## src/design/sparse_set_component_pool_unit_assert.svh

```systemverilog
// Assertion macros for the sparse set component pool.
`ifndef SPARSE_SET_COMPONENT_POOL_UNIT_ASSERT_SVH
`define SPARSE_SET_COMPONENT_POOL_UNIT_ASSERT_SVH

// Check a property on every rising clock edge outside reset.
`define SSPOOL_ASSERT(label, prop, msg) \
   label: assert property (@(posedge clock) disable iff (reset) prop) else $error(msg);

// Check an implication on every rising clock edge outside reset.
`define SSPOOL_ASSERT_IMPL(label, cond, prop, msg) \
   label: assert property (@(posedge clock) disable iff (reset) (cond) |-> (prop)) \
      else $error(msg);

`endif

```

## src/design/sspool_ram.sv

```systemverilog
module sspool_ram #(
   parameter int WIDTH = 8,
   parameter int DEPTH = 16
) (
   input  logic                     clock,
   input  logic                     we,
   input  logic [$clog2(DEPTH)-1:0] addr,
   input  logic [WIDTH-1:0]         wdata,
   output logic [WIDTH-1:0]         rdata
);

   logic [WIDTH-1:0] mem_ff [DEPTH];
   logic [WIDTH-1:0] rdata_ff;

   always_ff @(posedge clock) begin
      if (we) begin
         mem_ff[addr] <= wdata;
      end
      rdata_ff <= mem_ff[addr];
   end

   assign rdata = rdata_ff;

endmodule

```

## config.mk

```make
export PLATFORM = sky130hd
export DESIGN_NAME = sspool_ram
export DESIGN_NICKNAME = d
export VERILOG_FILES = /design/src/design/sparse_set_component_pool_unit_assert.svh /design/src/design/sspool_ram.sv
export SDC_FILE = /design/constraint.sdc
export NUM_CORES = 1
export LEC_CHECK = 0
export ABC_AREA = 1
export BUFFER_PORTS_ARGS = -buffer_cell sky130_fd_sc_hd__buf_2
export CORE_MARGIN = 2
export CORE_UTILIZATION = 39
export DETAILED_ROUTE_END_ITERATION = 10
export PLACE_DENSITY = 0.53
export SYNTH_ARGS = -nofsm -noshare
export SYNTH_HDL_FRONTEND = slang
export SYNTH_SLANG_ARGS = --single-unit
```

## constraint.sdc

```tcl
create_clock -name clock -period 1.7 [get_ports clock]
set_input_delay 0.085 -clock clock [delete_from_list [all_inputs] [get_ports clock]]
set_output_delay 0.085 -clock clock [all_outputs]
set_load 0.05 [all_outputs]
```

==> impl_metrics.yaml, run 1 <==
critical_path:
  worstPathRequired_ns: 1.62
  r2r_end: "rdata[2]"
  critical_path_buf_inv_count: 1
  worstSetupPathType: "register to output port"
  slowest_delay_ns: 0.31
  arrival_ns: 0.97
  cp_top_family: "flip-flops"
  cp-end-kind: "output port"
  path_cells: "buf_2"
  rrSetupSlack_ns: 0.64
  crit_fanout: 1
  reg2reg_depth: 8
  cpMaxStageDelayCell: "dfxtp_1"
  reg2reg_from: "mem_ff[7][2]"
  worstSetupStartpointType: "register"
timing:
  rsz0062_at_grt: "false"
  timing.final.crit_share_pct: 62.2
  slew_headroom_pct: 71.2
  hold_ws_ns: 0.104
  finalSetupViolCount: 0
  fin_worst_skew_ns: 0.00591
  finalHoldViolations: 0
  slew_violations: 0
  max_freq_mhz: 945
  fin_setup_tns_ns: 0
  period_minus_slack_ns: 1.06
  tightest_slew_ns: 0.432
power_and_ir_drop:
  p_total_uw: 7990
  worst_ir_drop_vdd_mv: 0.775
  power_leakage_uw: 0.00285
  p_per_area_mw_per_mm2: 1210
placement:
  globalplace.congestion: 0.842
  place_inst: 752
  hpwl_mm: 7.61
  port_buffers: 21
drt:
  post_drt_wl_per_cell_um: 15.8
  dr.pass1.iters: 4
  route.detailed.vias_per_inst: 4.62
  vias: 3619
  drt-total-wl_mm: 12.4
  drc_errors: 0
  drt_iter0_markers: 282
  ant_nets: 0
layout:
  final_core_util_pct: 47.4
  seqCellArea_mm2: 0.00400
  nets: 605
  drive_above_1_share_pct: 11.6
  fill_cells: 1284
  multiInputGateArea_mm2: 0.00139
  antenna_cells: 0
  syn2layout_area_growth_pct: 18.1
  layoutNonFillerInstCount: 784
logic_synthesis:
  syn_inst: 548
  yosys_warnings: 0
  synth_cell_types: 11
  avgSynthCellArea_um2: 10.2
  ys_seq_elements: 136
  syn_nets: 562
  synth_area_mm2: 0.00559
  yosysSeqAreaShare_pct: 71.6
grt:
  grt_pass1_wl_mm: 19.5
  grt_util_met1_pct: 23.7
  grt_pass1_vias: 3556
  grt_busiest_layer: "met2"
  grt_usage_pct: 18.0
  use_met3_pct: 3.94
  grt_max_degree: 67
  antenna_found_initial: 0
  grt_overflow: 0
  grt_util_met2_pct: 28.2
die:
  die_y_um: 124
  fp.dieW_um: 124
  die-area_mm2: 0.0153
  io_pins: 22
  core_mm2: 0.0139
  start_util_pct: 40.1
  fp-row-count: 43
clock_tree:
  root_buffer: "clkbuf_16"
  postCtsSetupRepairBufs: 0
  clk_path_buf_depth: 2
  cts_sinks: 136
  clock_latency_ns: 0.41
  htree_levels: 4
  cts_resized: 0
  cts_hold_buf: 0
  clk_pin_slew_ns: 0.06
  numCtsBuffers: 17
  cts_tree: "yes"
run_status:
  run_status: "finished, final reports clean"
worst_hold_path:
  hold_class: "primary input to register"
  hold_path_end: "mem_ff[4][7]"
  min_from: "wdata[7]"
  holdPathStages: 1
run:
  cap_violations: 0
==> metal layers <==
layer / part of all wire, % / wire length [µm]
met5: 0 / 0
met4: 2.4 / 303
met3: 4.3 / 535
met2: 47 / 5780
met1: 47 / 5780
==> cells in the mapped netlist <==
cell | instances | area share (%)
nand2_1 | 346 | 23
nand3_1 | 4 | 0.36
clkbuf_1 | 3 | 0.20
edfxtp_1 | 128 | 69
buf_4 | 6 | 0.81
dfxtp_1 | 8 | 2.9
inv_2 | 1 | 0.067
inv_1 | 21 | 1.4
clkinv_1 | 1 | 0.067
nor2_1 | 18 | 1.2
buf_2 | 12 | 1.1
==> layout by cell type (no fill, tap or decap), drive strengths merged <==
master / count
buf: 45
bufinv: 4
clkbuf: 20
clkinv: 8
clkinvlp: 1
dfxtp: 8
edfxtp: 128
inv: 22
nand2: 346
nand3: 4
nor2: 18
==> worst max path at each step <==
stage	from	endpoint	slack, ns	cells after the start
CTS	rdata[1]	rdata[1]	0.62	1
finish	rdata[1]	rdata[1]	0.64	1
detailed placement	addr[0]	mem_ff[11][4]	0.29	5
global route	mem_ff[6][0]	rdata[0]	0.57	8
floorplan	addr[1]	mem_ff[3][0]	0.24	4
global placement	addr[0]	mem_ff[3][7]	0.29	5
==> per-stage QoR <==
| stage | setup slack [ns] | area, µm² |
|---|---|---|
| global placement | 0.286 | 6010 |
| CTS | 0.622 | 6610 |
| global route | 0.569 | 6610 |
| floorplan | 0.238 | 5590 |
| finish | 0.642 | 6610 |
| detailed placement | 0.289 | 6010 |
==> cells by family after synthesis <==
family	synth area share, %
DFF	71.6
and+or+nand+nor	24.8
buffers and inverters	3.62
==> state kept, by name, summed over array words and instances (netlist names) <==
name / cells
rdata: 8
mem_ff: 128
==> report_power, final <==
part | internal, µW | total [µW] | switching (µW)
sequential | 3750 | 3770 | 18.1
clock | 2420 | 3690 | 1270
combinational | 135 | 533 | 398
==> layout make-up <==
type | instances | area share (%)
sequential | 136 | 60.6
timing repair buffer | 45 | 4.70
inverter | 23 | 1.31
clock buffer | 20 | 6.61
clock inverter | 12 | 2.37
multi-input combinational | 368 | 21.0
tap | 180 | 3.41
(Power assumes the default switching activity.)
==> inputs of run 2 (changes only) <==
PLACE_DENSITY = 0.55   (was 0.53)
clock period = 0.9 ns   (was 1.7 ns; I/O delays follow)
==> run 2 against run 1 <==
Compared with the run above: the flow now finishes with violations (negative setup slack); highest routed layer unchanged; combinational power increased to 2.5 times the previous value; sequential power grew 90%; power increased by 100%; critical path depth grew 7; register-to-register slack lost 0.74 ns; setup slack worse by 0.74 ns; final cell count grew 0.89%; critical endpoint is now rdata[7].
==> impl_metrics.yaml, run 2 (synthesis results as in run 1) <==
worst_hold_path:
  hold_class: "primary input to register"
  min_from: "wdata[4]"
timing:
  hold_ws_ns: 0.0799
  fin_ws_ns: -0.0953
  tightest_slew_ns: 0.412
  rsz0062_at_grt: "true"
  slew_headroom_pct: 72.6
  slew_violations: 0
  period_minus_slack_ns: 0.995
  fin_worst_skew_ns: 0.00617
  timing.final.crit_share_pct: 111
  finalSetupViolCount: 16
  max_freq_mhz: 1000
  finalHoldViolations: 0
grt:
  grt_usage_pct: 19.1
  grt_pass1_vias: 3792
  antenna_found_initial: 0
  grt_overflow: 0
  grt_pass1_wl_mm: 20.7
  grt_max_degree: 30
power_and_ir_drop:
  p_per_area_mw_per_mm2: 2260
  power_leakage_uw: 0.00299
  internal_power_uw: 12800
  pwr-share-seq_pct: 43.9
  power.share.switching_pct: 21.3
  p_clk_share_pct: 47.9
  worst_ir_drop_vdd_mv: 1.33
  combPwrFrac_pct: 8.2
  p_total_uw: 16300
  p_switching_uw: 3470
critical_path:
  worstSetupStartpoint: "mem_ff[7][7]"
  worstPathRequired_ns: 1.21
  crit_fanout: 1
  cp-end-kind: "register"
  critical_path_buf_inv_count: 1
  cpMaxStageDelayCell: "edfxtp_1"
  worstSetupPathType: "register to register"
  crit_top_cell: "nand2_1"
  arrival_ns: 1.31
  cp_top_family: "simple AND/OR/NAND/NOR gates"
  reg2reg_from: "mem_ff[7][7]"
  slowest_delay_ns: 0.37
  worstSetupStartpointType: "register"
  path_cells: "nand2_1 -> nand2_1 -> nand2_1 -> nand2_1 -> nand2_2 -> nand2_2 -> inv_2 -> nand2_1"
drt:
  drt-total-wl_mm: 13.2
  drt_iter0_markers: 248
  route.detailed.vias_per_inst: 4.78
  post_drt_wl_per_cell_um: 16.7
  drc_errors: 0
  dr.pass1.iters: 5
  ant_nets: 0
  vias: 3782
layout:
  fill_cells: 1242
  regMostFlops: "mem_ff"
  seqCellArea_mm2: 0.00402
  layout_common_cells: "324 x nand2_1, 128 x edfxtp_1, 22 x nand2_2, 18 x nor2_4, 17 x clkbuf_16"
  final_common_cell: "nand2_1"
  layoutNonFillerInstCount: 791
  syn2layout_area_growth_pct: 28.9
  nets: 612
  multiInputGateArea_mm2: 0.00163
  final_core_util_pct: 51.7
  drive_above_1_share_pct: 22.9
  largest_reg_flops: 128
  antenna_cells: 0
die:
  start_util_pct: 40.1
  die-area_mm2: 0.0153
  die_y_um: 124
  core_mm2: 0.0139
  fp-row-count: 43
  io_pins: 22
  fp.dieW_um: 124
placement:
  globalplace.congestion: 0.819
  hpwl_mm: 8.67
  port_buffers: 21
  place_inst: 755
clock_tree:
  cts_sinks: 136
  numCtsBuffers: 17
  htree_levels: 4
  cts_tree: "yes"
  root_buffer: "clkbuf_16"
  clock_latency_ns: 0.42
  clk_pin_slew_ns: 0.06
  clk_path_buf_depth: 2
run_status:
  failed_checks: "negative setup slack"
  run_status: "finished, violations left"
run:
  cap_violations: 0
run 2: cell count changes in the layout (fill, tap and decap cells not counted), moves of 9 or more:
cell	change
nand2_1	-22
nand2_2	+22
nor2_1	-18
buf_12	+9
nor2_4	+18
inv_1	-9
run 2: power by group through the flow:
stage	combinational (µW)	sequential [µW]	clock, µW
final	1340	7150	7800
after detailed placement	1220	7260	0
after floorplan	590	7400	0
after CTS	1340	7150	7910
after global placement	1220	7250	0
after global routing	1470	7160	8180
run 2: layout make-up:
class | instances | area share [%]
Clock buffer | 20 | 6.20
Timing Repair Buffer | 52 | 7.79
Inverter | 23 | 1.54
Tap cell | 180 | 3.12
Clock inverter | 12 | 3.09
Multi-Input combinational cell | 368 | 22.6
Sequential cell | 136 | 55.7
run 2: repair_timing:
action | CTS | global route
resized for setup | 48 | 12
endpoints found under the hold margin | 52 | 0
hold buffers | 4 | 0
pin swaps | 37 | 17
setup buffers | 0 | 0
setup endpoints to repair | 16 | 16
run 2: path summary, 6_finish.rpt:
kind	endpoint	depth (start not counted)	slack (ns)
setup / recovery	rdata[7]	8	-0.1
hold / removal	mem_ff[6][4]	1	0.08
setup reg to reg	rdata[7]	8	-0.1
hold reg to reg	rdata[4]	8	0.70
run 2: stage by stage:
stage	setup slack, ns	instance area [µm²]	setup TNS [ns]
5_1_grt	-0.162	7210	-1.72
2_1_floorplan	-0.0961	5860	-8.64
6_report	-0.0953	7210	-0.796
4_1_cts	-0.104	7180	-1.02
3_5_place_dp	-0.327	6360	-35.80
3_3_place_gp	-0.302	6360	-34.10
run 2: metal layers:
layer / vias to the layer above / GRT usage, % / wire length, µm
li1: 1857 / - / -
met1: 1813 / 25.9 / 6090
met2: 90 / 29.7 / 6180
met3: 22 / 4.53 / 633
met4: 0 / 7.95 / 268
met5: - / 0 / 0
