$ cat src/design/sparse_set_component_pool_unit_assert.svh
// Assertion macros for the sparse set component pool.
`ifndef SPARSE_SET_COMPONENT_POOL_UNIT_ASSERT_SVH
`define SPARSE_SET_COMPONENT_POOL_UNIT_ASSERT_SVH

// Check a property on every rising clock edge outside reset.
`define SSPOOL_ASSERT(label, prop, msg) \
   label: assert property (@(posedge clock) disable iff (reset) prop) else $error(msg);

// Check an implication on every rising clock edge outside reset.
`define SSPOOL_ASSERT_IMPL(label, cond, prop, msg) \
   label: assert property (@(posedge clock) disable iff (reset) (cond) |-> (prop)) \
      else $error(msg);

`endif

$ cat src/design/sspool_pkg.sv
package sspool_pkg;

   localparam int ENTITY_SLOTS = 1024;
   localparam int POOL_DEPTH   = 1024;
   localparam int DATA_WIDTH   = 32;

   localparam int ENTITY_BITS = 16;
   localparam int ENT_BITS    = $clog2(ENTITY_SLOTS);
   localparam int SLOT_BITS   = $clog2(POOL_DEPTH);
   localparam int LINK_BITS   = $clog2(POOL_DEPTH + 1);
   localparam int COUNT_BITS  = LINK_BITS;
   localparam int DENSE_BITS  = ENTITY_BITS + DATA_WIDTH;

   localparam logic [1:0] CMD_LOOKUP = 2'd0;
   localparam logic [1:0] CMD_INSERT = 2'd1;
   localparam logic [1:0] CMD_DELETE = 2'd2;

   localparam logic [1:0] ST_OK     = 2'd0;
   localparam logic [1:0] ST_ABSENT = 2'd1;
   localparam logic [1:0] ST_FULL   = 2'd2;
   localparam logic [1:0] ST_RANGE  = 2'd3;

   typedef struct packed {
      logic [1:0]             command;
      logic [ENTITY_BITS-1:0] entity;
      logic [DATA_WIDTH-1:0]  data_in;
      logic                   has_data;
   } req_type;

   typedef struct packed {
      logic [1:0]            status;
      logic [DATA_WIDTH-1:0] data_out;
      logic [SLOT_BITS-1:0]  slot;
      logic [COUNT_BITS-1:0] entry_count;
   } rsp_type;

   typedef struct packed {
      logic                 we;
      logic [ENT_BITS-1:0]  addr;
      logic [LINK_BITS-1:0] wdata;
   } sparse_req_type;

   typedef struct packed {
      logic                  we;
      logic [SLOT_BITS-1:0]  addr;
      logic [DENSE_BITS-1:0] wdata;
   } dense_req_type;

endpackage

$ cat src/design/sspool_seq.sv
module sspool_seq (
   input  logic                                clock,
   input  logic                                reset,
   input  logic                                req_valid,
   output logic                                req_ready,
   input  sspool_pkg::req_type                 req,
   output logic                                rsp_valid,
   input  logic                                rsp_ready,
   output sspool_pkg::rsp_type                 rsp,
   output sspool_pkg::sparse_req_type          sparse_req,
   input  logic [sspool_pkg::LINK_BITS-1:0]    sparse_rdata,
   output sspool_pkg::dense_req_type           dense_req,
   input  logic [sspool_pkg::DENSE_BITS-1:0]   dense_rdata
);

   import sspool_pkg::*;

   localparam logic [2:0] S_CLEAR  = 3'd0;
   localparam logic [2:0] S_IDLE   = 3'd1;
   localparam logic [2:0] S_LINK   = 3'd2;
   localparam logic [2:0] S_DENSE  = 3'd3;
   localparam logic [2:0] S_UNLINK = 3'd4;
   localparam logic [2:0] S_HOLD   = 3'd5;

   logic [2:0]            state_ff, state_in;
   logic [ENT_BITS-1:0]   clr_ff, clr_in;
   req_type               req_ff, req_in;
   logic [COUNT_BITS-1:0] fill_ff, fill_in;
   logic                  found_ff, found_in;
   logic [SLOT_BITS-1:0]  idx_ff, idx_in;
   rsp_type               res_ff, res_in;
   logic                  rsp_valid_ff, rsp_valid_in;
   rsp_type               rsp_ff, rsp_in;

   logic                  in_range;
   logic                  out_free;
   logic [SLOT_BITS-1:0]  last_slot;
   logic [ENTITY_BITS-1:0] moved;
   logic [DATA_WIDTH-1:0] stored;
   logic                  moved_in_range;

   assign in_range       = {1'b0, req_ff.entity} < (ENTITY_BITS+1)'(ENTITY_SLOTS);
   assign out_free       = !rsp_valid_ff || rsp_ready;
   assign last_slot      = SLOT_BITS'(fill_ff - COUNT_BITS'(1));
   assign moved          = dense_rdata[DENSE_BITS-1:DATA_WIDTH];
   assign stored         = dense_rdata[DATA_WIDTH-1:0];
   assign moved_in_range = {1'b0, moved} < (ENTITY_BITS+1)'(ENTITY_SLOTS);

   always_comb begin
      state_in     = state_ff;
      clr_in       = clr_ff;
      req_in       = req_ff;
      fill_in      = fill_ff;
      found_in     = found_ff;
      idx_in       = idx_ff;
      res_in       = res_ff;
      rsp_valid_in = rsp_valid_ff && !rsp_ready;
      rsp_in       = rsp_ff;
      sparse_req   = '{we: 1'b0, addr: req.entity[ENT_BITS-1:0], wdata: '0};
      dense_req    = '{we: 1'b0, addr: '0, wdata: '0};

      unique case (state_ff)
         S_CLEAR: begin
            sparse_req = '{we: 1'b1, addr: clr_ff, wdata: '0};
            clr_in     = clr_ff + ENT_BITS'(1);
            if (clr_ff == ENT_BITS'(ENTITY_SLOTS - 1)) begin
               state_in = S_IDLE;
            end
         end
         S_IDLE: begin
            if (req_valid) begin
               req_in   = req;
               state_in = S_LINK;
            end
         end
         S_LINK: begin
            found_in = in_range && (sparse_rdata != '0) && (sparse_rdata <= fill_ff);
            idx_in   = SLOT_BITS'(sparse_rdata - LINK_BITS'(1));
            dense_req.addr = (req_ff.command == CMD_DELETE) ? last_slot : idx_in;
            state_in = S_DENSE;
         end
         S_DENSE: begin
            res_in = '{status: ST_ABSENT, data_out: '0, slot: '0, entry_count: '0};
            state_in = S_IDLE;
            unique case (req_ff.command)
               CMD_INSERT: begin
                  if (found_ff) begin
                     res_in = '{status: ST_OK, data_out: stored, slot: idx_ff,
                                entry_count: '0};
                     if (req_ff.has_data) begin
                        dense_req = '{we: 1'b1, addr: idx_ff,
                                      wdata: {req_ff.entity, req_ff.data_in}};
                        res_in.data_out = req_ff.data_in;
                     end
                  end else if (fill_ff == COUNT_BITS'(POOL_DEPTH)) begin
                     res_in.status = ST_FULL;
                  end else if (!in_range) begin
                     res_in.status = ST_RANGE;
                  end else begin
                     res_in = '{status: ST_OK,
                                data_out: req_ff.has_data ? req_ff.data_in : '0,
                                slot: SLOT_BITS'(fill_ff), entry_count: '0};
                     dense_req  = '{we: 1'b1, addr: SLOT_BITS'(fill_ff),
                                    wdata: {req_ff.entity, res_in.data_out}};
                     sparse_req = '{we: 1'b1, addr: req_ff.entity[ENT_BITS-1:0],
                                    wdata: LINK_BITS'(fill_ff + COUNT_BITS'(1))};
                     fill_in    = fill_ff + COUNT_BITS'(1);
                  end
               end
               CMD_DELETE: begin
                  if (found_ff) begin
                     res_in = '{status: ST_OK, data_out: '0, slot: idx_ff,
                                entry_count: '0};
                     fill_in = fill_ff - COUNT_BITS'(1);
                     if (idx_ff != last_slot) begin
                        dense_req = '{we: 1'b1, addr: idx_ff, wdata: dense_rdata};
                        sparse_req = '{we: moved_in_range, addr: moved[ENT_BITS-1:0],
                                       wdata: LINK_BITS'({1'b0, idx_ff} + 1'b1)};
                        state_in = S_UNLINK;
                     end else begin
                        sparse_req = '{we: 1'b1, addr: req_ff.entity[ENT_BITS-1:0],
                                       wdata: '0};
                     end
                  end
               end
               default: begin
                  if (found_ff) begin
                     res_in = '{status: ST_OK, data_out: stored, slot: idx_ff,
                                entry_count: '0};
                  end
               end
            endcase
            if (state_in == S_IDLE) begin
               if (out_free) begin
                  rsp_valid_in = 1'b1;
                  rsp_in       = res_in;
                  rsp_in.entry_count = fill_in;
               end else begin
                  state_in = S_HOLD;
               end
            end
         end
         S_UNLINK: begin
            sparse_req = '{we: 1'b1, addr: req_ff.entity[ENT_BITS-1:0], wdata: '0};
            state_in   = S_HOLD;
            if (out_free) begin
               rsp_valid_in = 1'b1;
               rsp_in       = res_ff;
               rsp_in.entry_count = fill_ff;
               state_in     = S_IDLE;
            end
         end
         S_HOLD: begin
            if (out_free) begin
               rsp_valid_in = 1'b1;
               rsp_in       = res_ff;
               rsp_in.entry_count = fill_ff;
               state_in     = S_IDLE;
            end
         end
         default: begin
            state_in = S_IDLE;
         end
      endcase
   end

   always_ff @(posedge clock) begin
      if (reset) begin
         state_ff     <= S_CLEAR;
         clr_ff       <= '0;
         fill_ff      <= '0;
         rsp_valid_ff <= 1'b0;
      end else begin
         state_ff     <= state_in;
         clr_ff       <= clr_in;
         fill_ff      <= fill_in;
         rsp_valid_ff <= rsp_valid_in;
      end
      req_ff   <= req_in;
      found_ff <= found_in;
      idx_ff   <= idx_in;
      res_ff   <= res_in;
      rsp_ff   <= rsp_in;
   end

   assign req_ready = (state_ff == S_IDLE);
   assign rsp_valid = rsp_valid_ff;
   assign rsp       = rsp_ff;

endmodule

$ cat config.mk
export PLATFORM = sky130hd
export DESIGN_NAME = sspool_seq
export DESIGN_NICKNAME = d
export VERILOG_FILES = /design/src/design/sparse_set_component_pool_unit_assert.svh /design/src/design/sspool_pkg.sv /design/src/design/sspool_seq.sv
export SDC_FILE = /design/constraint.sdc
export NUM_CORES = 1
export LEC_CHECK = 0
export CAP_MARGIN = 10
export CORE_MARGIN = 2
export CORE_UTILIZATION = 64
export DETAILED_ROUTE_END_ITERATION = 16
export DONT_BUFFER_PORTS = 1
export PLACE_DENSITY = 0.78
export SYNTH_ARGS = -nofsm -noshare
export SYNTH_HDL_FRONTEND = slang
export SYNTH_SLANG_ARGS = --single-unit
$ cat constraint.sdc
create_clock -name clock -period 8.1 [get_ports clock]
set_input_delay 1.215 -clock clock [delete_from_list [all_inputs] [get_ports clock]]
set_output_delay 1.215 -clock clock [all_outputs]
set_load 0.05 [all_outputs]
==> impl_metrics.ini, run 1 <==
[critical_path]
r2r_end = rsp[4]$_DFFE_PP_
cp_slowest_cell = o211ai_1
path_max_fanout = 21
r2r-start = fill_ff[0]$_SDFFE_PP0P_
critPathLaunchType = flop
worstPathCellList = inv_1, ha_1, clkinv_1, nor2_1, buf_4, a41oi_1, o211ai_1
endpoint = sparse_req[18]
crit_arrival_ns = 4.51
endpoint_kind = primary output
rr_worst_depth = 10
critPathLaunch = req_ff[49]$_DFFE_PP_
crit_type = reg -> out
r2r_slack_ns = 4.35
crit_required_ns = 6.88
slowest_delay_ns = 1.05

[yosys]
ys_ff_latch = 186
synth-simple-area-share_pct = 10.1
synth_xor_area_share_pct = 3.93
synth-edff-count = 161
syn_area_per_cell_um2 = 11.0
synth_nets = 1087
syn_inst = 952
yosys_warnings = 0
synth_compound_area_share_pct = 23.3
synth-async-reset-ratio_pct = 0
synthMuxAreaShare_pct = 5.01
synth_seq_area_share_pct = 50.9
synthAdderAreaFrac_pct = 2.51
netlist_area_um2 = 10500
synth_top_family_by_area = compound AO/OA/AOI/OAI gates
synth_cell_types = 70
synth-main-ff-cell = edfxtp_1

[route]
drt_iter0_markers = 1029
drt_wl_total_mm = 32.6
ant_nets = 0
vias = 8543
route.detailed.drc = 0
first_pass_iters = 6
avgRoutedWirePerCell_um = 28.4
vias_per_cell = 7.45

[sta]
period_share_pct = 70.7
rsz0062_at_grt = no
drv_slew = 0
min_period_ns = 5.73
relSlewSlack_pct = 18.4
setup_viol = 0
fmax_ghz = 0.175
worstMarginPinSlew_ns = 1.21
finalWorstSetupSlack_ns = 2.37
whs_ns = 0.500
clock_skew_ns = 0.0125
fin_tns_setup_ns = 0
finalHoldViolations = 0

[clock_tree]
path_clk_slew_ns = 0.08
cts_setup_buffers = 0
postCtsHoldBufs = 0
cts-root-buf = clkbuf_16
cts_buffers = 17
cts_sinks = 186
cts_buffer_depth = 2
cts_max_level = 4
clk_latency_ns = 0.45
cts_resized = 0
tritoncts = built

[die]
die_h_um = 132
start_util_pct = 65.8
num_rows = 46
dieArea_um2 = 17400
die_w_um = 132
ios = 252
core_um2 = 15900

[run_status]
status = finished clean

[grt]
grt-ovfl-total = 0
grt_pass1_wl_mm = 49.6
grt_pass1_vias = 8209
antenna_found_initial = 0
grt_max_degree = 58
globalRouteTotalUtil_pct = 37.1

[finish]
fin_cells = 1147
stdcell_area_um2 = 11300
diodes = 0
layout.nets = 1053
final_cell_mix = edfxtp_1 (161), a22o_1 (82), nor2_1 (59), nand2_1 (59), a21oi_1 (46)
drive_gt1_share_pct = 15.4
final_core_util_pct = 71.1
areaGrowthSynthToFinish_pct = 8.09
final_common_cell = edfxtp_1

[pwr]
seq_power_share_pct = 53.6
p_sw_uw = 460
leakagePower_nw = 3.80
power_frac_comb_pct = 2.1
power.density_nw_per_um2 = 170
vdd_drop_max_mv = 0.142
internal_power_mw = 1.47
total_power_mw = 1.93
swShare_pct = 23.8
p_clk_share_pct = 44.4

[placement]
dp.cells = 1115
placed_cell_area_um2 = 10700
pre_cts_ws_ns = 2.99
place.gp.congestion = 0.979
dpl.hpwl_mm = 23.1
io_buffer_count = 0

[run]
cap_violations = 0

[worst_hold_path]
hp-class = reg -> reg
## cells in the mapped netlist (6+ instances only)
cell / count / area (um2)
nor2_1: 62 / 233
ha_1: 21 / 263
edfxtp_1: 161 / 4830
nand2_1: 59 / 221
a22o_1: 82 / 718
dfxtp_1: 25 / 500
nand3_1: 21 / 105
a221oi_1: 9 / 78.8
clkbuf_1: 48 / 180
buf_1: 7 / 26.3
o2bb2ai_1: 12 / 105
nand4_1: 18 / 113
mux2_2: 44 / 495
nor3_1: 15 / 75.1
xnor2_1: 31 / 272
xor2_1: 16 / 140
o21ai_0: 30 / 150
or4_1: 6 / 45.0
o2111ai_1: 7 / 61.3
nand2b_1: 6 / 37.5
a22oi_1: 11 / 82.6
inv_1: 35 / 131
a21oi_1: 47 / 235
o31ai_1: 16 / 120
o211ai_1: 18 / 135
buf_2: 13 / 65.1
a21boi_0: 13 / 97.6
or3_1: 6 / 37.5
o22ai_1: 19 / 119
## power groups by stage
stage / registers [mW] / clock network, mW / logic, mW
after global placement: 1.06 / 0 / 0.0381
after floorplan: 1.06 / 0 / 0.0313
final: 1.03 / 0.857 / 0.0405
after detailed placement: 1.06 / 0 / 0.0394
after CTS: 1.03 / 0.856 / 0.0398
after global routing: 1.03 / 0.895 / 0.0439
## per-layer routing
layer,wire length [um],global-route usage [%]
met3,3650,8.38
met2,15600,60.8
met5,0,0
met1,12000,48.5
met4,1320,14.4
## worst min-delay path by stage
stage                                start                endpoint  slack (ns)  cells after the start
floorplan           clr_ff[7]$_SDFFE_PP0P_  clr_ff[7]$_SDFFE_PP0P_        0.47                      2
global route        clr_ff[8]$_SDFFE_PP0P_  clr_ff[8]$_SDFFE_PP0P_        0.55                      2
global placement    clr_ff[8]$_SDFFE_PP0P_  clr_ff[8]$_SDFFE_PP0P_        0.47                      2
finish              clr_ff[8]$_SDFFE_PP0P_  clr_ff[8]$_SDFFE_PP0P_        0.50                      2
detailed placement  clr_ff[8]$_SDFFE_PP0P_  clr_ff[8]$_SDFFE_PP0P_        0.50                      2
CTS                 clr_ff[8]$_SDFFE_PP0P_  clr_ff[8]$_SDFFE_PP0P_        0.51                      2
## cell type report
class                      count  area, um2
clock inverter                15        183
sequential                   186       5340
timing repair buffer          18        135
clock buffer                  17        425
inverter                      39        146
fill                        1124       4610
multi-input combinational    656       4840
tap                          216        270
## state kept, by name, indices dropped and copies added (netlist names), 3 cells and up
signal	flops
fill_ff	11
state_ff	3
rsp	55
clr_ff	10
res_ff	44
idx_ff	10
req_ff	51
## kinds of logic (layout without fill, tap and decap cells)
| logic type | after synthesis | after routing |
|---|---|---|
| AO/OA/AOI/OAI | 322 | 322 |
| XOR/XNOR | 47 | 47 |
| adder cells (fa/ha/maj) | 21 | 21 |
| buffers and inverters | 110 | 89 |
| flip-flops | 186 | 186 |
| multiplexers | 47 | 47 |
| AND/OR/NAND/NOR | 219 | 219 |
## critical path: cells and delay by family (launching register included)
family,cells,cell delay (ns)
compound gates,2,1.55
fa+ha+maj,1,0.76
simple gates,1,0.25
buf+inv,3,1.10
flops,1,0.40
(Power assumes the default switching activity.)
==> inputs of run 2 (changes only) <==
==> constraint.sdc (replaced) <==
create_clock -name clock -period 5.6 [get_ports clock]
set_input_delay 0.84 -clock clock [delete_from_list [all_inputs] [get_ports clock]]
set_output_delay 0.84 -clock clock [all_outputs]
set_load 0.05 [all_outputs]
==> run 2 against run 1 <==
Effect of this change: global-route usage is 0.72 points lower; setup slack worse by 2.0 ns; hold slack worse by 0.039 ns; register-to-register slack worse by 2.8 ns; design area is 2.9% higher; sequential power is 46% higher; total power is 45% higher; sequential share of layout area is 1.3 points lower; critical path type unchanged; highest routed layer unchanged.
==> impl_metrics.ini, run 2 (synthesis results as in run 1) <==
[die]
start_util_pct = 65.8
core_um2 = 15900
ios = 252
dieArea_um2 = 17400
die_w_um = 132
die_h_um = 132
num_rows = 46

[clock_tree]
clk_latency_ns = 0.44
cts_sinks = 186
path_clk_slew_ns = 0.08
postCtsHoldBufs = 0
tritoncts = built
cts_max_level = 4
cts_buffer_depth = 2
cts_buffers = 17
cts-root-buf = clkbuf_16
cts_resized = 0
cts_setup_buffers = 0

[critical_path]
crit_required_ns = 4.76
crit_arrival_ns = 4.35
path_max_fanout = 16
crit_type = reg -> out
endpoint_kind = primary output
critPathLaunchType = flop

[grt]
grt_pass1_wl_mm = 49.0
globalRouteTotalUtil_pct = 36.4
grt_pass1_vias = 8486
grt_max_degree = 58
grt-ovfl-total = 0
antenna_found_initial = 0

[placement]
io_buffer_count = 0
place.gp.congestion = 1.10
dpl.hpwl_mm = 22.8

[finish]
diodes = 0
largest_reg_flops = 55
areaGrowthSynthToFinish_pct = 11.2
final_common_cell = edfxtp_1
drive_gt1_share_pct = 18.8
layout.nets = 1095
nFillCells = 1113
final_cell_mix = edfxtp_1 (161), a22o_1 (82), nor2_1 (60), buf_4 (60), nand2_1 (59)

[run_status]
status = finished clean

[sta]
clock_skew_ns = 0.0132
min_period_ns = 5.19
fin_tns_setup_ns = 0
whs_ns = 0.462
setup_viol = 0
finalHoldViolations = 0
relSlewSlack_pct = 20.5
drv_slew = 0
rsz0062_at_grt = no
period_share_pct = 92.8
fmax_ghz = 0.193
worstMarginPinSlew_ns = 1.18

[pwr]
power.density_nw_per_um2 = 240
leakagePower_nw = 4.03
vdd_drop_max_mv = 0.207

[route]
ant_nets = 0
first_pass_iters = 6
avgRoutedWirePerCell_um = 27.2
vias = 8816
vias_per_cell = 7.41
drt_wl_total_mm = 32.4
drt_iter0_markers = 993
route.detailed.drc = 0

[worst_hold_path]
hp-class = in -> reg

[run]
cap_violations = 0
## run 2: changes by cell type in the layout (fill, tap and decap cells not counted), sizes merged
cell	previous run	this run
bufinv	0	1
clkinv	10	12
inv	44	41
buf	18	60
## run 2: cell type report
cell class | count | area [um2] | area share, %
Clock buffer | 17 | 425 | 3.65
Clock inverter | 15 | 198 | 1.70
Inverter | 39 | 146 | 1.26
Multi-Input combinational cell | 656 | 4840 | 41.5
Sequential cell | 186 | 5340 | 45.7
Tap cell | 216 | 270 | 2.32
Timing Repair Buffer | 60 | 450 | 3.86
## run 2: worst paths after layout
check                                        startpoint                endpoint  slack, ns  cells after the start
worst min register to register   clr_ff[9]$_SDFFE_PP0P_  clr_ff[9]$_SDFFE_PP0P_       0.52                      2
worst max register to register  fill_ff[0]$_SDFFE_PP0P_       rsp[16]$_DFFE_PP_       1.56                      9
worst max-delay path            fill_ff[0]$_SDFFE_PP0P_           dense_req[56]       0.41                      8
worst min-delay path                              reset  clr_ff[0]$_SDFFE_PP0P_       0.46                      1
## run 2: where the power goes
part | total [mW] | switching (mW) | internal [mW]
Sequential | 1.50 | 0.00222 | 1.49
Combinational | 0.0587 | 0.0320 | 0.0266
Clock | 1.25 | 0.601 | 0.646
## run 2: per-stage QoR
| step | instance area (um2) | setup slack (ns) | util [%] | std cells | power, mW |
|---|---|---|---|---|---|
| 2_1_floorplan | 10500 | 0.233 | - | 952 | 1.57 |
| 3_3_place_gp | 11000 | 1.07 | 69.2 | 1157 | 1.58 |
| 3_5_place_dp | 11000 | 0.927 | 69.2 | 1157 | 1.59 |
| 4_1_cts | 11700 | 0.460 | 73.2 | 1189 | 2.81 |
| 5_1_grt | 11700 | 0.164 | 73.2 | 1189 | 2.87 |
| 6_report | 11700 | 0.405 | 73.2 | 1189 | 2.80 |
## run 2: layer usage
metal / vias to the layer above / track usage [%] / routed length (um)
met2: 719 / 58.8 / 15500
met4: 0 / 16.4 / 1380
met5: - / 0 / 0
met3: 112 / 7.73 / 3570
li1: 3740 / - / -
met1: 4245 / 47.6 / 11900
## run 2: critical path: stages (launching register included)
cell     delay, ns
dfxtp_1       0.44
inv_1         0.21
ha_1          0.29
nor3b_2       0.63
a211o_1       0.23
nand4_1       0.16
or4_1         0.91
o31ai_4       0.57
o21ai_1       0.47
